$ cat src/rtl/core/phx_pkg.sv
package phx_pkg;

  localparam int WORD_W      = 64;
  localparam int HALF_W      = 32;
  localparam int OP_W        = 2;
  localparam int CFG_IDX_W   = 3;
  localparam int POS_W       = 3;
  localparam int CNT_WORDS   = 4;
  localparam int BUF_WORDS   = 4;
  localparam int ROUND_COUNT = 10;
  localparam int RND_W       = (ROUND_COUNT > 1) ? $clog2(ROUND_COUNT) : 1;

  localparam logic [WORD_W-1:0] MULT_A = 64'hD2E7470EE14C6C93;
  localparam logic [WORD_W-1:0] MULT_B = 64'hCA5A826395121157;
  localparam logic [WORD_W-1:0] BUMP_A = 64'h9E3779B97F4A7C15;
  localparam logic [WORD_W-1:0] BUMP_B = 64'hBB67AE8584CAA73B;

  // buffer position that marks the buffer as empty
  localparam logic [POS_W-1:0] POS_EMPTY = POS_W'(BUF_WORDS);

  localparam logic [CFG_IDX_W-1:0] REG_KEY_LOW  = 3'd0;
  localparam logic [CFG_IDX_W-1:0] REG_KEY_HIGH = 3'd1;
  localparam logic [CFG_IDX_W-1:0] REG_START_0  = 3'd2;
  localparam logic [CFG_IDX_W-1:0] REG_START_1  = 3'd3;
  localparam logic [CFG_IDX_W-1:0] REG_START_2  = 3'd4;
  localparam logic [CFG_IDX_W-1:0] REG_START_3  = 3'd5;

  typedef logic [WORD_W-1:0] word_t;

  typedef enum logic [OP_W-1:0] {
    OP_WORD    = 2'd0,
    OP_HALF    = 2'd1,
    OP_JUMP    = 2'd2,
    OP_ADVANCE = 2'd3
  } op_t;

  typedef enum logic [1:0] {
    ST_IDLE,
    ST_EXEC,
    ST_MUL,
    ST_MIX
  } state_t;

  typedef struct packed {
    logic load;
    logic fill_start;
    logic mul;
    logic mix;
    logic last;
    logic emit;
    logic move;
  } phx_cmd_t;

  typedef struct packed {
    op_t  opcode;
    logic buf_empty;
    logic half_pending;
    logic out_free;
  } phx_status_t;

endpackage

$ cat src/rtl/core/phx_ctrl.sv
module phx_ctrl (
  input  logic                 clk,
  input  logic                 rst,
  input  logic                 req_valid,
  output logic                 req_ready,
  input  phx_pkg::phx_status_t status,
  output phx_pkg::phx_cmd_t    cmd
);
  import phx_pkg::*;

  state_t           state, state_next;
  logic [RND_W-1:0] rnd, rnd_next;
  logic             need_fill;

  always_ff @(posedge clk) begin
    if (rst) begin
      state <= ST_IDLE;
      rnd   <= '0;
    end else begin
      state <= state_next;
      rnd   <= rnd_next;
    end
  end

  // a pending high half is served without touching the buffer
  assign need_fill = status.buf_empty &&
                     !(status.opcode == OP_HALF && status.half_pending);

  always_comb begin
    state_next = state;
    rnd_next   = rnd;
    cmd        = '0;
    req_ready  = 1'b0;
    unique case (state)
      ST_IDLE: begin
        req_ready = 1'b1;
        if (req_valid) begin
          cmd.load   = 1'b1;
          state_next = ST_EXEC;
        end
      end
      ST_EXEC: begin
        unique case (status.opcode) inside
          OP_WORD, OP_HALF: begin
            if (need_fill) begin
              cmd.fill_start = 1'b1;
              rnd_next       = '0;
              state_next     = ST_MUL;
            end else if (status.out_free) begin
              cmd.emit   = 1'b1;
              state_next = ST_IDLE;
            end
          end
          OP_JUMP, OP_ADVANCE: begin
            cmd.move   = 1'b1;
            state_next = ST_IDLE;
          end
        endcase
      end
      ST_MUL: begin
        cmd.mul    = 1'b1;
        state_next = ST_MIX;
      end
      ST_MIX: begin
        cmd.mix = 1'b1;
        if (rnd == RND_W'(ROUND_COUNT - 1)) begin
          cmd.last   = 1'b1;
          state_next = ST_EXEC;
        end else begin
          rnd_next   = rnd + RND_W'(1);
          state_next = ST_MUL;
        end
      end
    endcase
  end

endmodule

$ cat config.mk
export PLATFORM = sky130hd
export DESIGN_NAME = phx_ctrl
export DESIGN_NICKNAME = d
export VERILOG_FILES = /design/src/rtl/core/phx_pkg.sv /design/src/rtl/core/phx_ctrl.sv
export SDC_FILE = /design/constraint.sdc
export NUM_CORES = 1
export LEC_CHECK = 0
export BUFFER_PORTS_ARGS = -buffer_cell sky130_fd_sc_hd__buf_2
export CORE_AREA = 2 2 39 41
export CTS_BUF_LIST = sky130_fd_sc_hd__clkbuf_8
export DETAILED_ROUTE_END_ITERATION = 12
export DIE_AREA = 0 0 41 43
export GPL_ROUTABILITY_DRIVEN = 0
export GPL_TIMING_DRIVEN = 0
export SLEW_MARGIN = 20
export SYNTH_ARGS = -nofsm -noshare
export SYNTH_HDL_FRONTEND = slang
export SYNTH_SLANG_ARGS = --single-unit
$ cat constraint.sdc
create_clock -name clk -period 1.6 [get_ports clk]
set_input_delay 0.32 -clock clk [delete_from_list [all_inputs] [get_ports clk]]
set_output_delay 0.32 -clock clk [all_outputs]
set_load 0.005 [all_outputs]
## After elaboration in Yosys (flattened, before gate mapping)

Cells that the tools add are included.

| word-level totals | value |
|---|---|
| output and inout port bits | 8 |
| memories | 0 |
| input port bits | 8 |
| ROM bits | 0 |
| bits in registers | 6 |
| bits in latches | 0 |
| bits in writable memories | 0 |

| operators by class | value |
|---|---|
| order comparisons | 0 |
| div/mod/pow operators | 0 |
| bitwise logic cells | 0 |
| eq/ne operators | 12 |
| $mul | 0 |
| shift operators | 0 |
| add/sub/neg operators | 1 |
| muxes and demuxes | 24 |
| reduce and logical (&&, ||, !) cells | 10 |

Operators with widths:

| operator | count |
|---|---|
| two-way mux 1 bit | 12 |
| two-way mux 2 bit | 6 |
| two-way mux 4 bit | 3 |
| equality test 2 bit, second input constant | 4 |
| case mux 2 bit (4 select lines) | 1 |
| case mux 4 bit (2 select lines) | 1 |
| inequality test 2 bit, second input constant | 3 |
| adder 4 x 1 -> 4 bit, second input constant | 1 |
| equality test 2 x 1 -> 1 bit, second input constant | 2 |
| equality test 4 bit, second input constant | 1 |
| zero test 2 bit | 2 |
| inequality test 4 bit, second input constant | 1 |
| case mux 2 bit (2 select lines) | 1 |
| AND reduction 4 bit | 1 |
| OR reduction 2 bit | 2 |
| logical AND 1 bit | 2 |
| inequality test 2 x 1 -> 1 bit, second input constant | 1 |
| AND reduction 2 bit | 1 |
| nonzero test 2 bit | 1 |
| zero test 1 bit | 1 |

## Depth between registers and ports, before layout

Gate-level depths: netlist (run 1).

| logic depth | value |
|---|---|
| word-level depth | 7 |
| depth in mapped cells | 5 |
| depth with buffers taken out | 5 |

## Worst setup path before layout (run 1)

OpenSTA, ideal clock, no wires.

| timing | value |
|---|---|
| path type | register -> register |
| start point | register state[1] |
| end point | register state[1] |
| arrival time | 1.308 ns |
| cell stages (with the launch flop) | 5 |
| required time | 1.484 ns |
| path slack | 0.176 ns |
| path buffers | 1 |
| period minus slack after synthesis | 1.424 ns |
| setup time | 0.116 ns |
| path through | dfxtp_1 buf_6 or3b_4 or3_4 o211a_1 |

| between the ends | value |
|---|---|
| word-level cells in the longest chain between the ends | 3 |
| elaborated cells on any way between the ends | 8 |
| those cells by class | eq/ne: 5; mux: 1; reduce/logical: 2 |

Ends and longest elaborated chain:

| item | line | text |
|---|---|---|
| from (decl) | phx_ctrl.sv:11 | `state_t state, state_next;` |
| from (signal assigned) | phx_ctrl.sv:20 | `state <= state_next;` |
| equality test 2 x 1 -> 1 bit or zero test 2 bit (tied branches) | phx_ctrl.sv:34 | `unique case (state)` |
| inequality test 4 bit (no line) or inequality test 2 bit (tied branches) | -- |  |
| AND reduction 2 bit (no line) | -- |  |

Parallel ways exist; a longest one is shown, timed or not.
A chain may end at the register's enable or synchronous reset.

==> flow_summary.ini, run 1 <==
[worst_setup_path]
crit_buf_inv = 1
crit_fanout = 5
critPathRequiredTime_ns = 1.28
start_kind = register
cp_top_family = simple AND/OR/NAND/NOR gates
cp.depth = 3
crit_chain = or3b_4 > nor3b_2 > buf_2
endpoint_kind = output pin
cp-startpoint = state[1]
cpPeakStageDelay_ns = 0.43
worstSetupPathType = reg -> out
r2r_start = rnd[1]
worst_path_max_delay_cell = or3b_4
r2r_end = rnd[1]
cp.arrival_ns = 1.28
reg2reg_slack_ns = 0.13
r2r_cells = 6
cp-endpoint = cmd[1]

[cells_and_area]
diodes = 0
layout.cells.non_filler = 80
drive_gt1_share_pct = 53.1
fillers = 145
multiInputGateArea_um2 = 270
layout.cells.most_common = buf_2
areaGrowthSynthToFinish_pct = 39.9
most-common-layout-cells = 14 x buf_2, 3 x clkbuf_8, 3 x buf_4
nNetsFinal = 76
final-seq-area_um2 = 130
final_util_pct = 40.9

[detailed_routing]
avgViaCountPerCell = 5.11
drcViolationCount = 0
top_layer_used = met4
first_iter_violations = 10
totalWireLength_um = 893
firstDrtPassIters = 2
wl_met2_um = 459
met3_length_um = 32
met1_length_um = 379
antenna_left = 0
via_count = 409
avgRoutedWirePerCell_um = 11.2

[grt]
grt_max_degree = 10
overflow = 0
antenna_found_initial = 0
grt_pass1_vias = 358
grt_pass1_wl_um = 1380
track_usage_pct = 11.9

[flow_run]
max-cap-violations = 0

[synthesis]
syn_inst = 45
ys_warn_count = 0
synth_nets = 55
synth-seq-area-share_pct = 29.7
synth.avg_cell_area_um2 = 8.98
synth.distinct_cells = 31
ys_ff_latch = 6
syn_area_um2 = 404

[min_path]
hp-class = in -> reg

[clocking]
cts_root_buf = clkbuf_8
cts-htree-levels = 1
clockBufferDepth = 2
cts_tree = yes
cts_buffers = 3
cts_sinks = 6
clk_latency_ns = 0.22
cts.clk_slew.worst_paths_ns = 0.04

[timing]
period_minus_slack_ns = 1.60
finalSetupViolations = 0
drv_slew = 0
fmax_mhz = 626
holdWs_ns = 0.413
slew_headroom_pct = 75.6
final_hold_viol_count = 0
grt_setup_unrepaired = true
skew_ns = 0.00476
fin_crit_sh_pct = 99.8
worst-slew-pin-transition_ns = 0.366

[die]
start_util_pct = 29.2
chipHeight_um = 43
die_area_um2 = 1760
fp.dieW_um = 41
core_um2 = 1380
rows = 14
io_pins = 16

[power]
power_mw = 0.428
ir_worst_vdd_mv = 0.197
power_density_nw_per_um2 = 757
p_leak_nw = 0.266

[outcome]
status = finished, final reports clean

[placement]
post-dp-hpwl_um = 631
place_inst = 75
portBuffers = 14
[worst register-to-register path, cell delays in order (launching register included)]
cell and delay (ns):
dfxtp_2 0.33, inv_2 0.04, ha_1 0.16, and3b_2 0.19
buf_4 0.15, or4_1 0.40, o31ai_1 0.09
[power breakdown]
part / leakage, nW / internal [mW] / switching (mW) / total (mW)
combinational: 0.193 / 0.0238 / 0.0208 / 0.0446
clock: 0.0216 / 0.162 / 0.0700 / 0.232
sequential: 0.0510 / 0.150 / 0.00129 / 0.151
total: 0.266 / 0.336 / 0.0921 / 0.428
[layer usage]
layer,global-route usage [%],vias up
li1,-,203
met4,10.0,0
met1,13.1,192
met3,4.71,4
met2,16.9,10
met5,0,-
[worst min-delay path by stage]
stage | from | end | slack (ns) | cells past startpoint
floorplan | rnd[3] | rnd[3] | 0.47 | 2
CTS | status[0] | state[0] | 0.40 | 3
finish | status[0] | state[0] | 0.41 | 3
detailed placement | rnd[3] | rnd[3] | 0.50 | 2
global placement | rnd[3] | rnd[3] | 0.50 | 2
global route | status[0] | state[0] | 0.42 | 3
[logic make-up after synthesis]
| logic type | Yosys count | share of synthesized area (%) |
|---|---|---|
| adder cells (fa/ha/maj) | 2 | 6.19 |
| XOR/XNOR | 1 | 2.17 |
| AO/OA/AOI/OAI | 12 | 23.5 |
| flip-flops | 6 | 29.7 |
| AND/OR/NAND/NOR | 20 | 32.8 |
| buffers and inverters | 4 | 5.57 |
[state kept, by name, indices dropped and copies added, names as in the netlist]
name / flops
state: 2
rnd: 4
[through the flow]
step / instance area, µm² / setup TNS [ns] / worst slack [ns]
global placement: 494 / 0 / 0.112
finish: 566 / 0 / 0.00378
CTS: 551 / -0.0131 / -0.0131
floorplan: 404 / 0 / 0.176
detailed placement: 494 / 0 / 0.116
global route: 566 / -0.0515 / -0.0354
[final cells by class]
type	instances	share of cell area, %
sequential	6	23.0
multi-input combinational	35	47.8
inverter	2	1.33
buffer	1	0.664
clock buffer	3	7.30
timing repair buffer	17	16.4
tap	16	3.54
[cell usage after synthesis]
library cell | number | area [µm²]
nor3b_1 | 1 | 7.51
or4_1 | 2 | 15.0
nor2b_1 | 1 | 6.26
buf_1 | 1 | 3.75
nand3_1 | 2 | 10.0
and3b_2 | 1 | 10.0
o21bai_1 | 1 | 7.51
o32ai_1 | 1 | 8.76
xor2_1 | 1 | 8.76
a21oi_1 | 1 | 5.00
o211a_1 | 1 | 10.0
inv_1 | 2 | 7.51
dfxtp_1 | 6 | 120
and2b_2 | 1 | 8.76
o211ai_1 | 1 | 7.51
ha_1 | 2 | 25.0
nor2_1 | 3 | 11.3
or3_4 | 1 | 11.3
o22ai_1 | 1 | 6.26
nand2b_1 | 2 | 12.5
or3b_4 | 1 | 11.3
o31ai_1 | 1 | 7.51
a21bo_2 | 1 | 10.0
and3b_1 | 1 | 8.76
o21ai_0 | 1 | 5.00
a31oi_2 | 1 | 12.5
and2_1 | 1 | 6.26
or3_1 | 1 | 6.26
buf_6 | 1 | 11.3
nand2_1 | 2 | 7.51
a21boi_0 | 2 | 15.0
[what timing repair did]
action                     in CTS  in global routing
pin swaps                       2                  3
hold buffers                    0                  0
resized for setup               5                  5
setup endpoints to repair       3                  4
setup buffers                   2                  1
(Power assumes the default switching activity.)
==> run 2: changes to the inputs <==
--- a/config.mk
+++ b/config.mk
@@ -5,11 +5,11 @@
 export SDC_FILE = /design/constraint.sdc
 export NUM_CORES = 1
 export LEC_CHECK = 0
-export BUFFER_PORTS_ARGS = -buffer_cell sky130_fd_sc_hd__buf_2
 export CORE_AREA = 2 2 39 41
 export CTS_BUF_LIST = sky130_fd_sc_hd__clkbuf_8
 export DETAILED_ROUTE_END_ITERATION = 12
 export DIE_AREA = 0 0 41 43
+export DONT_BUFFER_PORTS = 1
 export GPL_ROUTABILITY_DRIVEN = 0
 export GPL_TIMING_DRIVEN = 0
 export SLEW_MARGIN = 20
==> run 2 against run 1 <==
Compared with the run above: critical path depth fell by 1; sequential share of layout area rose by 3.9 points; count of clock-buffer cells in the layout unchanged; sequential power grew 3%; first-iteration DRC count increased by 20%; clock power is essentially flat; routed wire length is 11% lower; global-route usage down 2.1 points; worst hold slack got worse by 0.10 ns; register-to-register slack improved by 0.03 ns; utilization is 7.2 points lower; combinational power shrank 42%.
==> flow_summary.ini, run 2 (same netlist as run 1, synthesis figures left out) <==
[timing]
worst-slew-pin-transition_ns = 0.359
finalSetupViolations = 0
period_minus_slack_ns = 1.55
slew_headroom_pct = 76.1
grt_setup_unrepaired = false
final_hold_viol_count = 0
fmax_mhz = 647
skew_ns = 0.00361
fin_crit_sh_pct = 96.6
setup_ws_ns = 0.0550
fin_setup_tns_ns = 0
drv_slew = 0

[cells_and_area]
top_register = rnd
largest_register_ff_count = 4
nNetsFinal = 59
diodes = 0
drive_gt1_share_pct = 27.7
layout.cells.most_common = dfxtp_1
largestRegisters = rnd: 4 flops, state: 2 flops
areaGrowthSynthToFinish_pct = 15.2
most-common-layout-cells = 4 x dfxtp_1, 3 x nor2_1, 3 x clkbuf_8
fillers = 143
final_util_pct = 33.6

[power]
ir_worst_vdd_mv = 0.189
p_leak_nw = 0.184
power_density_nw_per_um2 = 880
p_switching_mw = 0.0832
p_seq_share_pct = 37.8
pwr-share-clk_pct = 55.8
p_sw_share_pct = 20.3
internal_power_mw = 0.327
combPwrFrac_pct = 6.3

[clocking]
cts_root_buf = clkbuf_8
cts_setup_buffers = 0
cts_buffers = 3
clk_latency_ns = 0.22
clockBufferDepth = 2
cts_tree = yes
cts.clk_slew.worst_paths_ns = 0.03
cts_sinks = 6
cts-htree-levels = 1

[worst_setup_path]
worstSetupPathType = reg -> out
crit_buf_inv = 0
cp_top_family = simple AND/OR/NAND/NOR gates
endpoint_kind = output pin
start_kind = register
reg2reg_slack_ns = 0.16
crit_chain = or3b_4 > nor3b_2
cp.arrival_ns = 1.23
worst_path_max_delay_cell = or3b_4
critPathRequiredTime_ns = 1.28
crit_fanout = 8
cpPeakStageDelay_ns = 0.42

[grt]
grt_max_degree = 10
grt_pass1_wl_um = 1150
grt_pass1_vias = 320
track_usage_pct = 9.83
antenna_found_initial = 0
overflow = 0

[detailed_routing]
wl_met2_um = 430
first_iter_violations = 12
avgViaCountPerCell = 5.49
met3_length_um = 30
firstDrtPassIters = 4
drcViolationCount = 0
totalWireLength_um = 794
antenna_left = 0
avgRoutedWirePerCell_um = 12.6
met1_length_um = 320
via_count = 346
top_layer_used = met4

[die]
fp.dieW_um = 41
io_pins = 16
rows = 14
die_area_um2 = 1760
core_um2 = 1380
start_util_pct = 29.2
chipHeight_um = 43

[min_path]
hp-class = in -> reg

[placement]
post-dp-hpwl_um = 570
dpl_worst_slack_ns = 0.115
portBuffers = 0

[flow_run]
max-cap-violations = 0

[outcome]
status = finished, final reports clean
==> run 2: changes by cell type in the layout (fill, tap and decap cells not counted), sizes merged <==
cell / before / now
buf: 18 / 1
==> run 2: worst reg2reg max path, cell delays in order (launching register included) <==
cell and delay, ns:
dfxtp_1 0.34, inv_1 0.07, ha_1 0.17, and3b_2 0.25, or4_1 0.41, o31ai_1 0.09
==> run 2: repair_timing <==
item	CTS	global route
endpoints found under the hold margin	0	0
pin swaps	0	2
hold buffers	0	0
gates resized for setup	2	3
setup endpoints to repair	2	3
==> run 2: path summary, 6_finish.rpt <==
path                            startpoint       end  cells past startpoint
worst min-delay path             status[0]  state[0]                      2
worst max-delay path              state[0]    cmd[1]                      2
worst min register to register      rnd[3]    rnd[3]                      2
worst max register to register      rnd[1]    rnd[1]                      5
==> run 2: layer usage <==
layer  global-route usage [%]  vias to the layer above
met2                     17.2                       12
met5                        0                        -
met4                     8.00                        0
met3                     3.14                        2
met1                     8.01                      160
li1                         -                      172
==> run 2: stage by stage <==
| step | cells | power [mW] | hold WS, ns | cell area (µm²) |
|---|---|---|---|---|
| 2_1_floorplan | 45 | 0.179 | 0.474 | 404 |
| 3_5_place_dp | 61 | 0.183 | 0.504 | 424 |
| 4_1_cts | 64 | 0.412 | 0.316 | 472 |
| 3_3_place_gp | 61 | 0.183 | 0.493 | 424 |
| 5_1_grt | 63 | 0.424 | 0.314 | 465 |
| 6_report | 63 | 0.410 | 0.313 | 465 |
==> run 2: power groups by stage <==
stage / combinational [mW] / sequential, mW / clock [mW]
global route: 0.0288 / 0.155 / 0.240
CTS: 0.0266 / 0.156 / 0.230
finish: 0.0260 / 0.155 / 0.229
floorplan: 0.0223 / 0.157 / 0
detailed placement: 0.0257 / 0.157 / 0
global placement: 0.0258 / 0.157 / 0
==> run 2: area by class of cell <==
type	instances	area, µm²	share of cell area, %
multi-input cells	35	268	57.5
flip-flops and latches	6	125	26.9
clock buffers	3	41.3	8.87
well taps	16	20.0	4.30
inverters	2	7.51	1.61
plain buffers	1	3.75	0.806
==> run 3: changes to the inputs <==
==> constraint.sdc (replaced) <==
create_clock -name clk -period 1.3 [get_ports clk]
set_input_delay 0.26 -clock clk [delete_from_list [all_inputs] [get_ports clk]]
set_output_delay 0.26 -clock clk [all_outputs]
set_load 0.005 [all_outputs]
==> run 3 against run 2 <==
Compared with the run above: the flow now finishes with violations (setup timing); utilization grew 6.7 points; worst setup slack lost 0.18 ns; combinational power grew 67%; worst hold slack lost 0.062 ns; critical path type unchanged; largest cell class unchanged; sequential power grew 19%.
==> flow_summary.ini, run 3 (same netlist as run 1, synthesis figures left out) <==
[outcome]
status = finished with violations
failed_checks = setup timing

[min_path]
hp-class = in -> reg
min_path_cells = 2
hp-start = status[0]
min_to = state[0]

[detailed_routing]
antenna_left = 0
avgRoutedWirePerCell_um = 13.3
first_iter_violations = 3
via_count = 360
drcViolationCount = 0
totalWireLength_um = 918
firstDrtPassIters = 4
avgViaCountPerCell = 5.22

[cells_and_area]
top_register = rnd
drive_gt1_share_pct = 52.8
areaGrowthSynthToFinish_pct = 38.1
diodes = 0
nNetsFinal = 65
fillers = 144
largestRegisters = rnd: 4 flops, state: 2 flops
layout.cells.non_filler = 69
largest_register_ff_count = 4
final_util_pct = 40.3
final_area_um2 = 558
layout.cells.most_common = buf_4
most-common-layout-cells = 5 x buf_4, 3 x clkbuf_8, 3 x dfxtp_4

[power]
combPwrFrac_pct = 8.5
power_density_nw_per_um2 = 914
ir_worst_vdd_mv = 0.411
pwr-share-clk_pct = 55.5
p_seq_share_pct = 36.0
p_leak_nw = 0.222
p_sw_share_pct = 21.1
internal_power_mw = 0.402
p_switching_mw = 0.108

[timing]
grt_setup_unrepaired = true
worst-slew-pin-transition_ns = 0.383
fmax_mhz = 704
holdWs_ns = 0.251
drv_slew = 0
period_minus_slack_ns = 1.42
fin_crit_sh_pct = 109
skew_ns = 0.000521
slew_headroom_pct = 74.5
setup_ws_ns = -0.120
finalSetupViolations = 5
final_hold_viol_count = 0

[clocking]
cts_sinks = 6
cts_buffers = 3
ctsHoldBuffers = 0
cts.clk_slew.worst_paths_ns = 0.04
clk_latency_ns = 0.22
cts-htree-levels = 1
cts_tree = yes
clockBufferDepth = 2
cts_root_buf = clkbuf_8

[grt]
antenna_found_initial = 0
track_usage_pct = 11.3
grt_max_degree = 10
grt_pass1_vias = 322
grt_pass1_wl_um = 1270
overflow = 0

[worst_setup_path]
endpoint_kind = output pin
start_kind = register
worstSetupPathType = reg -> out
r2r_end = state[1]
r2r_cells = 3
reg2reg_slack_ns = -0.10
cp.arrival_ns = 1.16
crit_fanout = 5
worst_path_max_delay_cell = or3b_4
cp_top_family = simple AND/OR/NAND/NOR gates
r2r_start = state[0]
cpPeakStageDelay_ns = 0.41
critPathRequiredTime_ns = 1.04
crit_chain = or3b_4 > nor3b_2
crit_buf_inv = 0

[die]
die_area_um2 = 1760
io_pins = 16
fp.dieW_um = 41
core_um2 = 1380
rows = 14
start_util_pct = 29.2
chipHeight_um = 43

[flow_run]
max-cap-violations = 0

[placement]
place_inst = 61
place_area_um2 = 424
portBuffers = 0
dpl_worst_slack_ns = -0.195
==> run 3: cell type report <==
| class | count | area, µm² | share of cell area (%) |
|---|---|---|---|
| clock buffer | 3 | 41.3 | 7.40 |
| sequential | 6 | 133 | 23.8 |
| multi-input combinational | 35 | 304 | 54.5 |
| buffer | 1 | 3.75 | 0.673 |
| timing repair buffer | 6 | 48.8 | 8.74 |
| tap | 16 | 20.0 | 3.59 |
| inverter | 2 | 7.51 | 1.35 |
==> run 3: per-layer routing <==
layer	up-vias	global-route usage, %	share of wire (%)	wire, µm
met5	-	0	0	0
met4	0	6.00	0	0
met3	0	8.38	7.7	71
met2	16	16.3	50	460
met1	161	11.6	42	386
li1	183	-	-	-
==> run 3: worst max-delay path by stage <==
stage              from       end  slack, ns  depth (start not counted)
3_3_place_gp   state[0]  state[1]      -0.17                          3
5_1_grt        state[0]    cmd[1]      -0.16                          2
4_1_cts        state[1]    cmd[1]      -0.16                          2
2_1_floorplan  state[1]  state[1]      -0.10                          4
6_report       state[0]    cmd[1]      -0.12                          2
3_5_place_dp   state[0]  state[1]      -0.19                          3
==> run 3: timing repair <==
item | CTS | global route
pin swaps | 4 | 4
endpoints found under the setup margin | 9 | 11
buffers inserted | 6 | 0
resized for setup | 15 | 6
==> run 3: power by group through the flow <==
stage,clock [mW],sequential [mW],combinational (mW)
after global routing,0.301,0.184,0.0464
final,0.283,0.184,0.0434
after CTS,0.287,0.186,0.0401
after detailed placement,0,0.194,0.0316
after global placement,0,0.193,0.0318
after floorplan,0,0.193,0.0275
==> run 3: worst register-to-register path: stages (launching register included) <==
cell and delay [ns]:
dfxtp_4 0.33, or3b_4 0.41, or3_4 0.41, o211a_1 0.13
==> run 3: stage by stage <==
stage / setup TNS (ns) / power [mW]
floorplan: -0.203 / 0.220
global placement: -0.677 / 0.225
detailed placement: -0.785 / 0.225
CTS: -0.484 / 0.513
global route: -0.735 / 0.531
finish: -0.404 / 0.510
